<file path="config.mk">
export PLATFORM = sky130hd
export DESIGN_NAME = line_follower_pid_steering_top
export DESIGN_NICKNAME = d
export VERILOG_FILES = /design/src/rtl/lfps_pkg.sv /design/src/rtl/lfps_error.sv /design/src/rtl/lfps_pid.sv /design/src/rtl/line_follower_pid_steering_top.sv
export SDC_FILE = /design/constraint.sdc
export NUM_CORES = 1
export LEC_CHECK = 0
export BUFFER_PORTS_ARGS = -buffer_cell sky130_fd_sc_hd__buf_2
export CAP_MARGIN = 40
export CORE_ASPECT_RATIO = 1.25
export CORE_UTILIZATION = 50
export DETAILED_ROUTE_END_ITERATION = 7
export GPL_TIMING_DRIVEN = 0
export PLACE_DENSITY = 0.66
export SLEW_MARGIN = 25
export SYNTH_ARGS = -nofsm -noshare
export SYNTH_HDL_FRONTEND = slang
export SYNTH_SLANG_ARGS = --single-unit
</file>
<file path="constraint.sdc">
create_clock -name aclk -period 10.2 [get_ports aclk]
set_input_delay 1.02 -clock aclk [delete_from_list [all_inputs] [get_ports aclk]]
set_output_delay 1.02 -clock aclk [all_outputs]
set_load 0.01 [all_outputs]
</file>
<file path="src/rtl/lfps_pkg.sv">
// Shared widths, codes and types for the line follower PID steering block.
`timescale 1ns / 1ps
`default_nettype none

package lfps_pkg;

    // Basic field widths.
    localparam int SUM_BITS       = 16;
    localparam int GAIN_FRAC_BITS = 4;
    localparam int SPEED_BITS     = 8;
    localparam int GAIN_BITS      = 12;
    localparam int ERR_BITS       = 3;
    localparam int DELTA_BITS     = ERR_BITS + 1;

    // Configuration port.
    localparam int CFG_INDEX_BITS = 3;
    localparam int CFG_DATA_BITS  = (GAIN_BITS > SPEED_BITS) ? GAIN_BITS : SPEED_BITS;

    localparam logic [CFG_INDEX_BITS-1:0] REG_PROP_GAIN      = 3'd0;
    localparam logic [CFG_INDEX_BITS-1:0] REG_INTEG_GAIN     = 3'd1;
    localparam logic [CFG_INDEX_BITS-1:0] REG_DERIV_GAIN     = 3'd2;
    localparam logic [CFG_INDEX_BITS-1:0] REG_BASE_SPEED_ONE = 3'd3;
    localparam logic [CFG_INDEX_BITS-1:0] REG_BASE_SPEED_TWO = 3'd4;

    localparam logic [GAIN_BITS-1:0]  PROP_GAIN_RESET  = 12'd176;
    localparam logic [GAIN_BITS-1:0]  INTEG_GAIN_RESET = 12'd0;
    localparam logic [GAIN_BITS-1:0]  DERIV_GAIN_RESET = 12'd176;
    localparam logic [SPEED_BITS-1:0] BASE_SPEED_RESET = SPEED_BITS'(40);

    // Top of the motor speed range.
    localparam logic [SPEED_BITS-1:0] SPEED_MAX = {SPEED_BITS{1'b1}};

    // Limits of the saturating integral.
    localparam logic signed [SUM_BITS-1:0] SUM_MAX = {1'b0, {(SUM_BITS-1){1'b1}}};
    localparam logic signed [SUM_BITS-1:0] SUM_MIN = {1'b1, {(SUM_BITS-1){1'b0}}};

    // Sensor patterns, bits ordered a b c.
    localparam logic [2:0] PAT_NONE     = 3'b000;
    localparam logic [2:0] PAT_NEG_ONE  = 3'b001;
    localparam logic [2:0] PAT_MIDDLE   = 3'b010;
    localparam logic [2:0] PAT_NEG_TWO  = 3'b011;
    localparam logic [2:0] PAT_POS_ONE  = 3'b100;
    localparam logic [2:0] PAT_OUTER    = 3'b101;
    localparam logic [2:0] PAT_POS_TWO  = 3'b110;
    localparam logic [2:0] PAT_ALL      = 3'b111;

    // Line error values.
    localparam logic signed [ERR_BITS-1:0] ERR_NEG_THREE = -3'sd3;
    localparam logic signed [ERR_BITS-1:0] ERR_NEG_TWO   = -3'sd2;
    localparam logic signed [ERR_BITS-1:0] ERR_NEG_ONE   = -3'sd1;
    localparam logic signed [ERR_BITS-1:0] ERR_ZERO      = 3'sd0;
    localparam logic signed [ERR_BITS-1:0] ERR_POS_ONE   = 3'sd1;
    localparam logic signed [ERR_BITS-1:0] ERR_POS_TWO   = 3'sd2;
    localparam logic signed [ERR_BITS-1:0] ERR_POS_THREE = 3'sd3;

    // Datapath widths of the PID terms.
    localparam int PROP_BITS   = GAIN_BITS + 1 + ERR_BITS;
    localparam int INTEG_BITS  = GAIN_BITS + 1 + SUM_BITS;
    localparam int DERIV_BITS  = GAIN_BITS + 1 + DELTA_BITS;
    localparam int ACC_BITS    = INTEG_BITS + 2;
    localparam int DRIVE_BITS  = ACC_BITS - GAIN_FRAC_BITS;
    localparam int SPD_CALC_BITS =
        ((DRIVE_BITS > SPEED_BITS + 1) ? DRIVE_BITS : SPEED_BITS + 1) + 1;

    // Configuration register set.
    typedef struct packed {
        logic [GAIN_BITS-1:0]  prop_gain;
        logic [GAIN_BITS-1:0]  integ_gain;
        logic [GAIN_BITS-1:0]  deriv_gain;
        logic [SPEED_BITS-1:0] base_speed_one;
        logic [SPEED_BITS-1:0] base_speed_two;
    } lfps_cfg_t;

    // Error stage output: error, updated integral and error difference.
    typedef struct packed {
        logic signed [ERR_BITS-1:0]   err;
        logic signed [SUM_BITS-1:0]   sum;
        logic signed [DELTA_BITS-1:0] delta;
    } lfps_err_t;

endpackage

`default_nettype wire

</file>
<file path="src/rtl/lfps_error.sv">
// Sensor pattern decoder with last error and saturating integral state.
`timescale 1ns / 1ps
`default_nettype none

module lfps_error (
    input  wire logic              aclk,
    input  wire logic              aresetn,
    input  wire logic              in_valid,
    output logic                   in_ready,
    input  wire logic              sensor_a,
    input  wire logic              sensor_b,
    input  wire logic              sensor_c,
    output logic                   out_valid,
    input  wire logic              out_ready,
    output lfps_pkg::lfps_err_t    out_data
);
    import lfps_pkg::*;

    logic signed [ERR_BITS-1:0] last_error_reg;
    logic signed [SUM_BITS-1:0] error_sum_reg;
    logic                       st_valid_reg;
    lfps_err_t                  st_data_reg;

    logic [2:0]                 pattern;
    logic signed [ERR_BITS-1:0] err_next;
    logic signed [SUM_BITS:0]   sum_wide;
    logic signed [SUM_BITS-1:0] sum_next;
    logic signed [DELTA_BITS-1:0] delta_next;
    logic                       accept;

    assign in_ready  = !st_valid_reg || out_ready;
    assign accept    = in_valid && in_ready;
    assign out_valid = st_valid_reg;
    assign out_data  = st_data_reg;

    // Map the sensor pattern to a line error.
    assign pattern = {sensor_a, sensor_b, sensor_c};

    always_comb begin
        unique case (pattern)
            PAT_POS_TWO: err_next = ERR_POS_TWO;
            PAT_POS_ONE: err_next = ERR_POS_ONE;
            PAT_OUTER:   err_next = ERR_ZERO;
            PAT_NEG_ONE: err_next = ERR_NEG_ONE;
            PAT_NEG_TWO: err_next = ERR_NEG_TWO;
            PAT_ALL:     err_next = (last_error_reg == ERR_NEG_TWO) ? ERR_NEG_THREE
                                                                    : ERR_POS_THREE;
            PAT_NONE:    err_next = ERR_ZERO;
            PAT_MIDDLE:  err_next = last_error_reg;
        endcase
    end

    // Saturating integral update: overflow shows as a mismatch of the top two bits.
    always_comb begin
        sum_wide = {error_sum_reg[SUM_BITS-1], error_sum_reg}
                 + {{(SUM_BITS+1-ERR_BITS){err_next[ERR_BITS-1]}}, err_next};
        if (sum_wide[SUM_BITS] != sum_wide[SUM_BITS-1]) begin
            sum_next = sum_wide[SUM_BITS] ? SUM_MIN : SUM_MAX;
        end else begin
            sum_next = sum_wide[SUM_BITS-1:0];
        end
    end

    // Difference to the previous error for the derivative term.
    assign delta_next = {err_next[ERR_BITS-1], err_next}
                      - {last_error_reg[ERR_BITS-1], last_error_reg};

    // Controller state follows every accepted transaction.
    always_ff @(posedge aclk) begin
        if (!aresetn) begin
            last_error_reg <= ERR_ZERO;
            error_sum_reg  <= '0;
        end else if (accept) begin
            last_error_reg <= err_next;
            error_sum_reg  <= sum_next;
        end
    end

    // Output register of this stage.
    always_ff @(posedge aclk) begin
        if (!aresetn) begin
            st_valid_reg <= 1'b0;
        end else if (in_ready) begin
            st_valid_reg <= in_valid;
        end
    end

    always_ff @(posedge aclk) begin
        if (accept) begin
            st_data_reg.err   <= err_next;
            st_data_reg.sum   <= sum_next;
            st_data_reg.delta <= delta_next;
        end
    end

endmodule

`default_nettype wire

</file>
<file path="src/rtl/lfps_pid.sv">
// PID products, drive value and saturated motor speeds computed in one pass into the result register.
`timescale 1ns / 1ps
`default_nettype none

module lfps_pid (
    input  wire logic                                 aclk,
    input  wire logic                                 aresetn,
    input  wire lfps_pkg::lfps_cfg_t                  cfg,
    input  wire logic                                 in_valid,
    output logic                                      in_ready,
    input  wire lfps_pkg::lfps_err_t                  in_data,
    output logic                                      out_valid,
    input  wire logic                                 out_ready,
    output logic [lfps_pkg::SPEED_BITS-1:0]           speed_one,
    output logic [lfps_pkg::SPEED_BITS-1:0]           speed_two,
    output logic signed [lfps_pkg::ERR_BITS-1:0]      line_error,
    output logic                                      clipped
);
    import lfps_pkg::*;

    // Result stage.
    logic                          o_valid_reg;
    logic [SPEED_BITS-1:0]         speed_one_reg;
    logic [SPEED_BITS-1:0]         speed_two_reg;
    logic signed [ERR_BITS-1:0]    o_err_reg;
    logic                          clipped_reg;

    logic signed [PROP_BITS-1:0]   prop_next;
    logic signed [INTEG_BITS-1:0]  integ_next;
    logic signed [DERIV_BITS-1:0]  deriv_next;
    logic signed [ACC_BITS-1:0]    acc;
    logic signed [DRIVE_BITS-1:0]  drive;
    logic signed [SPD_CALC_BITS-1:0] base_one_ext;
    logic signed [SPD_CALC_BITS-1:0] base_two_ext;
    logic signed [SPD_CALC_BITS-1:0] drive_ext;
    logic signed [SPD_CALC_BITS-1:0] raw_one;
    logic signed [SPD_CALC_BITS-1:0] raw_two;
    logic [SPEED_BITS-1:0]         sat_one;
    logic [SPEED_BITS-1:0]         sat_two;
    logic                          clip_one;
    logic                          clip_two;

    // The result register takes a new transaction when empty or when its content moves on.
    assign in_ready = !o_valid_reg || out_ready;

    // Gain products, operands extended to the full product width.
    assign prop_next =
        $signed({{(PROP_BITS-GAIN_BITS){1'b0}}, cfg.prop_gain})
      * $signed({{(PROP_BITS-ERR_BITS){in_data.err[ERR_BITS-1]}}, in_data.err});
    assign integ_next =
        $signed({{(INTEG_BITS-GAIN_BITS){1'b0}}, cfg.integ_gain})
      * $signed({{(INTEG_BITS-SUM_BITS){in_data.sum[SUM_BITS-1]}}, in_data.sum});
    assign deriv_next =
        $signed({{(DERIV_BITS-GAIN_BITS){1'b0}}, cfg.deriv_gain})
      * $signed({{(DERIV_BITS-DELTA_BITS){in_data.delta[DELTA_BITS-1]}}, in_data.delta});

    // Sum of the terms; dropping the fraction bits rounds towards minus infinity.
    assign acc = {{(ACC_BITS-PROP_BITS){prop_next[PROP_BITS-1]}}, prop_next}
               + {{(ACC_BITS-INTEG_BITS){integ_next[INTEG_BITS-1]}}, integ_next}
               + {{(ACC_BITS-DERIV_BITS){deriv_next[DERIV_BITS-1]}}, deriv_next};
    assign drive = acc[ACC_BITS-1:GAIN_FRAC_BITS];

    // Motor speeds before saturation.
    assign base_one_ext = $signed({{(SPD_CALC_BITS-SPEED_BITS){1'b0}}, cfg.base_speed_one});
    assign base_two_ext = $signed({{(SPD_CALC_BITS-SPEED_BITS){1'b0}}, cfg.base_speed_two});
    assign drive_ext    = {{(SPD_CALC_BITS-DRIVE_BITS){drive[DRIVE_BITS-1]}}, drive};
    assign raw_two      = base_two_ext + drive_ext;
    assign raw_one      = base_one_ext - drive_ext;

    // Clamp each speed to the motor range and flag any clamping.
    always_comb begin
        clip_one = 1'b0;
        sat_one  = raw_one[SPEED_BITS-1:0];
        if (raw_one[SPD_CALC_BITS-1]) begin
            clip_one = 1'b1;
            sat_one  = '0;
        end else if (|raw_one[SPD_CALC_BITS-2:SPEED_BITS]) begin
            clip_one = 1'b1;
            sat_one  = SPEED_MAX;
        end
    end

    always_comb begin
        clip_two = 1'b0;
        sat_two  = raw_two[SPEED_BITS-1:0];
        if (raw_two[SPD_CALC_BITS-1]) begin
            clip_two = 1'b1;
            sat_two  = '0;
        end else if (|raw_two[SPD_CALC_BITS-2:SPEED_BITS]) begin
            clip_two = 1'b1;
            sat_two  = SPEED_MAX;
        end
    end

    // Result register, held while the consumer stalls.
    always_ff @(posedge aclk) begin
        if (!aresetn) begin
            o_valid_reg <= 1'b0;
        end else if (in_ready) begin
            o_valid_reg <= in_valid;
        end
    end

    always_ff @(posedge aclk) begin
        if (in_valid && in_ready) begin
            speed_one_reg <= sat_one;
            speed_two_reg <= sat_two;
            o_err_reg     <= in_data.err;
            clipped_reg   <= clip_one || clip_two;
        end
    end

    assign out_valid  = o_valid_reg;
    assign speed_one  = speed_one_reg;
    assign speed_two  = speed_two_reg;
    assign line_error = o_err_reg;
    assign clipped    = clipped_reg;

endmodule

`default_nettype wire

</file>
<file path="src/rtl/line_follower_pid_steering_top.sv">
// An accepted input transaction is held in the error stage register and then in the
// result register, from which it is presented; a stall on the result side can keep it waiting.
// Throughput: one transaction per cycle through two registers (error decode with
// the controller state, then products, drive and saturated speeds); only a stall on
// the result side holds the input back.
// Reset: synchronous, active low; clears the last error, the integral and all
// valid flags, and loads the gains and base speeds with their default values.
`timescale 1ns / 1ps
`default_nettype none

module line_follower_pid_steering_top (
    input  wire logic                                  aclk,
    input  wire logic                                  aresetn,
    // Configuration write channel.
    input  wire logic                                  cfg_valid,
    output logic                                       cfg_ready,
    input  wire logic [lfps_pkg::CFG_INDEX_BITS-1:0]   cfg_index,
    input  wire logic [lfps_pkg::CFG_DATA_BITS-1:0]    cfg_data,
    // Sensor sample channel.
    input  wire logic                                  s_valid,
    output logic                                       s_ready,
    input  wire logic                                  s_sensor_a,
    input  wire logic                                  s_sensor_b,
    input  wire logic                                  s_sensor_c,
    // Steering result channel.
    output logic                                       m_valid,
    input  wire logic                                  m_ready,
    output logic [lfps_pkg::SPEED_BITS-1:0]            m_speed_one,
    output logic [lfps_pkg::SPEED_BITS-1:0]            m_speed_two,
    output logic signed [lfps_pkg::ERR_BITS-1:0]       m_line_error,
    output logic                                       m_clipped
);
    import lfps_pkg::*;

    lfps_cfg_t cfg_reg;
    logic      err_valid;
    logic      err_ready;
    lfps_err_t err_data;

    // Register writes are always taken.
    assign cfg_ready = 1'b1;

    // Configuration registers; an index beyond the list is ignored.
    always_ff @(posedge aclk) begin
        if (!aresetn) begin
            cfg_reg.prop_gain      <= PROP_GAIN_RESET;
            cfg_reg.integ_gain     <= INTEG_GAIN_RESET;
            cfg_reg.deriv_gain     <= DERIV_GAIN_RESET;
            cfg_reg.base_speed_one <= BASE_SPEED_RESET;
            cfg_reg.base_speed_two <= BASE_SPEED_RESET;
        end else if (cfg_valid) begin
            unique case (cfg_index)
                REG_PROP_GAIN:      cfg_reg.prop_gain      <= cfg_data[GAIN_BITS-1:0];
                REG_INTEG_GAIN:     cfg_reg.integ_gain     <= cfg_data[GAIN_BITS-1:0];
                REG_DERIV_GAIN:     cfg_reg.deriv_gain     <= cfg_data[GAIN_BITS-1:0];
                REG_BASE_SPEED_ONE: cfg_reg.base_speed_one <= cfg_data[SPEED_BITS-1:0];
                REG_BASE_SPEED_TWO: cfg_reg.base_speed_two <= cfg_data[SPEED_BITS-1:0];
                default: ;
            endcase
        end
    end

    // Error decode and controller state.
    lfps_error u_error (
        .aclk      (aclk),
        .aresetn   (aresetn),
        .in_valid  (s_valid),
        .in_ready  (s_ready),
        .sensor_a  (s_sensor_a),
        .sensor_b  (s_sensor_b),
        .sensor_c  (s_sensor_c),
        .out_valid (err_valid),
        .out_ready (err_ready),
        .out_data  (err_data)
    );

    // PID law and speed saturation.
    lfps_pid u_pid (
        .aclk       (aclk),
        .aresetn    (aresetn),
        .cfg        (cfg_reg),
        .in_valid   (err_valid),
        .in_ready   (err_ready),
        .in_data    (err_data),
        .out_valid  (m_valid),
        .out_ready  (m_ready),
        .speed_one  (m_speed_one),
        .speed_two  (m_speed_two),
        .line_error (m_line_error),
        .clipped    (m_clipped)
    );

    // No result may be presented in the cycle after reset.
    assert property (@(posedge aclk) !aresetn |=> !m_valid)
        else $error("result valid straight after reset");

    // The line error never takes the one code outside -3 .. 3.
    assert property (@(posedge aclk) disable iff (!aresetn)
        m_valid |-> (m_line_error != 3'b100))
        else $error("line error out of range");

    // A clipped result must show at least one speed at a rail.
    assert property (@(posedge aclk) disable iff (!aresetn)
        (m_valid && m_clipped) |->
            (m_speed_one == '0 || m_speed_one == SPEED_MAX ||
             m_speed_two == '0 || m_speed_two == SPEED_MAX))
        else $error("clip flag set with both speeds inside the range");

    // With the result side free, the pipeline must be able to take a sample.
    assert property (@(posedge aclk) disable iff (!aresetn)
        (!m_valid || m_ready) |-> s_ready)
        else $error("input stalled although the result side is free");

endmodule

`default_nettype wire
</file>
== Yosys cells after proc, flatten, opt, wreduce, memory -nomap -nowiden ==
Index checks and enable logic that the tools add are counted.
Word-level totals
  register bits: 116
  output and inout bits: 23
  logic and storage cells: 65
  bits of input ports: 23
Operators by class
  eq/ne operators: 13
  mux-type cells: 10
  reductions and logical operators: 17
  multiply operators: 3
  add/sub/neg operators: 6
Operators by type and width (number)
  19-bit OR reduction: 2
  16-bit two-way mux: 2
  30-bit by 17-bit adder with 31-bit output: 1
  16-bit by 29-bit adder with 30-bit output: 1
  13-bit by 16-bit multiplier with 29-bit output: 1
  9-bit by 27-bit adder with 28-bit output: 1
  9-bit by 27-bit subtractor with 28-bit output: 1
  3-bit case mux with 7 select lines: 1
  16-bit by 3-bit adder with 17-bit output: 1
  13-bit by 4-bit multiplier with 17-bit output: 1
  13-bit by 3-bit multiplier with 16-bit output: 1
  8-bit two-way mux: 2
  3-bit by 2-bit equality test with 1-bit output, second input constant: 5
  3-bit equality test, second input constant: 5
  2-bit AND reduction: 5
  3-bit by 1-bit equality test with 1-bit output, second input constant: 2
  3-bit zero test: 2
  1-bit two-way mux: 4
  3-bit by 3-bit subtractor with 4-bit output: 1
  1-bit logical OR: 3
  3-bit two-way mux: 1
  1-bit logical AND: 2
  1-bit zero test: 2
  2-bit OR reduction: 1
  1-bit inequality test: 1

== Longest topological paths before layout ==
  word-level depth: 8
  gate-level depth with buffers: 37
  depth with buffers taken out: 34

== Modules after synthesis ==
A second synthesis with hierarchy kept.
Second synthesis, totals
  cells, all modules: 2015
  area, all modules: 18725.5 um^2
By module, submodules not included
  lfps_pid: area each 14109.8 um^2, seq. area each 620.6 um^2, cells an instance 1582, instances 1
  lfps_error: area each 2621.3 um^2, seq. area each 1091.0 um^2, cells an instance 239, instances 1
  line_follower_pid_steering_top: area each 1994.4 um^2, seq. area each 1041.0 um^2, cells an instance 194, instances 1

== Least setup slack after synthesis ==
OpenSTA, ideal clock, no wires.
  path type: reg-to-reg
  from: register u_error.st_data_reg (netlist bit u_error.out_data[22])
  to: register u_pid.speed_one_reg[0] (netlist: u_pid.speed_one[0]), data pin
  buffers on the path: 2
  required time: 9.930 ns
  library setup time: 0.270 ns
  clock period less this slack: 8.643 ns
  path slack: 1.557 ns
  stages on the path, launching flop included: 37
  arrival time: 8.373 ns
  cells stage by stage: edfxtp_1 > inv_1 > clkbuf_1 > nor2_1 > fa_1 > fa_1 > inv_1 > fa_1 > inv_1 > fa_1 > ha_1 > fa_1 > inv_1 > fa_1 > inv_1 > ha_1 > nand4_2 > o221a_1 > nor2b_1 > nor2_1 > nor2b_1 > nor2_1 > xnor2_1 > inv_1 > ha_1 > a21o_1 > a211oi_1 > a21oi_1 > a21o_1 > nand2_1 > or3_1 > clkbuf_1 > or4b_4 > a21oi_2 > a21oi_2 > nor4_4 > a21oi_1
Between the ends
  longest elaborated chain between the ends: 6
RTL lines
  start, declared: RTL line lfps_error.sv:22  | lfps_err_t st_data_reg;
  13-bit by 3-bit multiplier with 16-bit output (*): RTL line lfps_pid.sv:49  | * $signed({{(PROP_BITS-ERR_BITS){in_data.err[ERR_BITS-1]}}, in_data.err});
  16-bit by 29-bit adder with 30-bit output (*): RTL line lfps_pid.sv:59  | + {{(ACC_BITS-INTEG_BITS){integ_next[INTEG_BITS-1]}}, integ_next}
  30-bit by 17-bit adder with 31-bit output (*): RTL line lfps_pid.sv:60  | + {{(ACC_BITS-DERIV_BITS){deriv_next[DERIV_BITS-1]}}, deriv_next};
  9-bit by 27-bit subtractor with 28-bit output (*): RTL line lfps_pid.sv:68  | assign raw_one = base_one_ext - drive_ext;
  19-bit OR reduction: RTL line lfps_pid.sv:77  | end else if (|raw_one[SPD_CALC_BITS-2:SPEED_BITS]) begin
  8-bit two-way mux: RTL line lfps_pid.sv:77
  end signal, assigned: RTL line lfps_pid.sv:106  | speed_one_reg <= sat_one;
  end, declared: RTL line lfps_pid.sv:23  | logic [SPEED_BITS-1:0] speed_one_reg;
Every way passes the cells marked *; elsewhere a longest branch is shown, timed or not.
A chain may end at the register's enable or synchronous reset.

== Final worst setup path ==
  from: register u_error.st_data_reg (netlist bit u_error.out_data[10])
  to: register u_pid.speed_one_reg[6] (netlist: u_pid.speed_one[6]), data pin
Between the ends
  longest elaborated chain between the ends: 6
RTL lines
  13-bit by 16-bit multiplier with 29-bit output (*): RTL line lfps_pid.sv:52  | * $signed({{(INTEG_BITS-SUM_BITS){in_data.sum[SUM_BITS-1]}}, in_data.sum});
  16-bit by 29-bit adder with 30-bit output (*): RTL line lfps_pid.sv:59
  30-bit by 17-bit adder with 31-bit output (*): RTL line lfps_pid.sv:60
  9-bit by 27-bit subtractor with 28-bit output (*): RTL line lfps_pid.sv:68
  19-bit OR reduction: RTL line lfps_pid.sv:77
  8-bit two-way mux: RTL line lfps_pid.sv:77
Marks and branches as above.

==> metrics.txt <==
status finished, final reports clean; CP dominant cell by count fa_1; CTS buffer count 17; Overflow after GRT 0; highest ir drop seen on vdd about 0.00026 V; htree depth 4; Finished Cell Area 19,230 um^2; # nets final about 2,500; max reg flops 52; 1st-pass router iterations 5; startpoint types register; register area share after synthesis 0.1546; hold_buf cts 0; skew final 0.01008 ns; Worst EP required 10.32 ns; CTS tree built; Placement Cell Area between 15,000 and 20,000 um^2; commonest non-fill, non-tap cell in the layout inv_1; total detailed-routing wirelength about 45,000 um; slowest CP cell edfxtp_1; minimum clock period just under 10 ns; Routed Antenna Nets 0; max-cap viol count 0; Slew Viols, Final 0; Routed WL per cell 17.66 um; number of global-route vias before repair 14,270; clock sinks between 100 and 150; async set or reset register ratio after synthesis 0; Clock transition at path regs ~0.060 ns; power density cells 280.5 nW/um^2; Multi-input gate area 13,400 um^2; Post-synth top flop dfxtp_1; cell count after synthesis a little under 2,000; CTS root buf clkbuf_16; area growth from synthesis to layout 8.004%; cell row count 76; Final Hold Viols 0; Max FO, Critical Path 10; clock buffer depth 2; first-pass GRT wire length approximately 74,000 um; fin crit share 0.9481; commonest non-fill, non-tap cells in the layout 359 x inv_1, 296 x fa_1, 270 x nand2_1; via/cell ratio ~5.3; post-synthesis cell area 17,800 um^2; syn nets between 2,000 and 2,500; PortBufs between 40 and 50; initial antenna violation count 1; fraction of layout cells with a size suffix above 1 0.06211; CP Capture Type register; worst skew pair latency between 0.4 and 0.5 ns; IO Count between 40 and 50; Vias ~13,000; Peak Freq 103.4 MHz; Pleak between 9 and 10 nW; crit path DAT between 9 and 10 ns; register area ~2800 um^2; gr usage total 0.2656; final core occ 0.5525; Synth Warn # 0; # fillers 3,225; Crit Path Category register to register; Initial Util 0.5116; unrepaired setup endpoints after global routing no; Worst Tran Pin Value about 0.73 ns; Die X around 170 um; Detailed Place HPWL 37,980 um; area of the core 34,800 um^2; GP Congestion approximately 0.93; Remaining DRCs 0; total die area roughly 36,000 um^2; Post-synth EDFFs 43; final setup fails 0; Die Ht ~210 um; drt initial violations just over 700; Distinct cells, synth 80; Mapped Avg Cell Area between 8 and 9 um^2; largest net degree at the start of global routing 29; Setup TNS 0 ns; max incr delay on CP roughly 0.57 ns; synthesized flop and latch total between 100 and 150; Worst slew margin 0.5119; Hold WC Path Type register to register
power breakdown:
| part | internal (mW) | leakage (nW) | total (mW) | switching [mW] |
|---|---|---|---|---|
| logic | 1.64 | 7.88 | 4.20 | 2.56 |
| clock network | 0.326 | 0.272 | 0.557 | 0.231 |
| registers | 0.573 | 1.01 | 0.636 | 0.0629 |
| total | 2.54 | 9.16 | 5.39 | 2.86 |
per-layer routing:
metal / up-vias / routed length [um] / GRT usage
met5: - / 0 / 0
met4: 0 / 1416 / 0.09226
met3: 73 / 1994 / 0.03077
met2: 284 / 23210 / 0.4750
met1: 6722 / 18060 / 0.3298
li1: 6379 / - / -
Yosys cell counts (5+ instances only):
cell type,count,area share
nor2b_1,23,0.0081
nand2_1,270,0.057
a31oi_1,6,0.0021
o211ai_1,7,0.0030
dfxtp_1,73,0.082
nand4_1,14,0.0049
o31ai_1,6,0.0025
a211oi_1,5,0.0021
a21oi_1,63,0.018
ha_1,144,0.10
clkbuf_1,66,0.014
xor2_1,26,0.013
xnor2_1,34,0.017
or3_1,8,0.0028
and2_1,149,0.052
nor2_1,85,0.018
nand2b_1,15,0.0053
o21ai_1,7,0.0020
o21a_1,12,0.0051
o21ai_0,37,0.010
fa_1,296,0.33
a21oi_2,5,0.0025
inv_1,360,0.076
a41oi_1,10,0.0049
edfxtp_1,43,0.073
a21boi_0,42,0.018
mux2i_1,6,0.0034
buf_2,8,0.0022
a21o_1,14,0.0059
o21bai_1,8,0.0034
and3_1,14,0.0049
nor3_1,23,0.0065
or2_2,6,0.0021
nand3_1,25,0.0070
cell type report:
type,count,share of cell area
multi-input combinational,1428,0.6969
sequential,116,0.1431
buffer,73,0.01549
inverter,360,0.07047
tap,468,0.03045
timing repair buffer,52,0.01562
clock inverter,11,0.003774
antenna,1,0.0001301
clock buffer,21,0.02401
worst max-delay path: cells and delay by family, from the launching register on:
family          cells  cell delay, ns
flops               1            0.57
fa+ha+maj           9            4.09
buf+inv             7            1.04
simple gates        9            2.34
compound gates      6            1.08
xor+xnor            1            0.25
timing repair:
action,in CTS,in global routing
resized for setup,0,4
setup endpoints to repair,2,9
buffers inserted,0,5
gates cloned,0,0
pin swaps,0,0
path summary, 6_finish.rpt:
kind	start	endpoint	slack, ns	cells past startpoint
worst max register to register	u_error.out_data[10]	u_pid.speed_one[6]	0.53	32
worst min-delay path	u_error.error_sum_reg[11]	u_error.error_sum_reg[11]	0.45	2
worst max-delay path	u_error.out_data[10]	u_pid.speed_one[6]	0.53	32
worst min register to register	u_error.error_sum_reg[11]	u_error.error_sum_reg[11]	0.45	2
per-stage QoR:
| stage | setup WS, ns | hold slack [ns] | power (mW) | instances |
|---|---|---|---|---|
| 2_1_floorplan | 1.557 | 0.4291 | 3.784 | 1981 |
| 4_1_cts | 0.1758 | 0.4628 | 5.360 | 2526 |
| 3_3_place_gp | 0.04369 | 0.4398 | 4.701 | 2492 |
| 3_5_place_dp | 0.008957 | 0.4502 | 4.755 | 2495 |
| 6_report | 0.5294 | 0.4549 | 5.395 | 2530 |
| 5_1_grt | 0.09649 | 0.4908 | 5.947 | 2529 |
cell families after synthesis:
logic type	Yosys count	share of synthesized area
DFF	116	0.1546
and+or+nand+nor	666	0.1866
other	1	0.0002106
xor gates and xnor gates	60	0.02952
muxes	9	0.005411
AOI/OAI and AO/OA	252	0.09628
adders and majority gates	440	0.4340
buffers and inverters	437	0.09332
No activity file was read; power rests on OpenSTA's default activity.
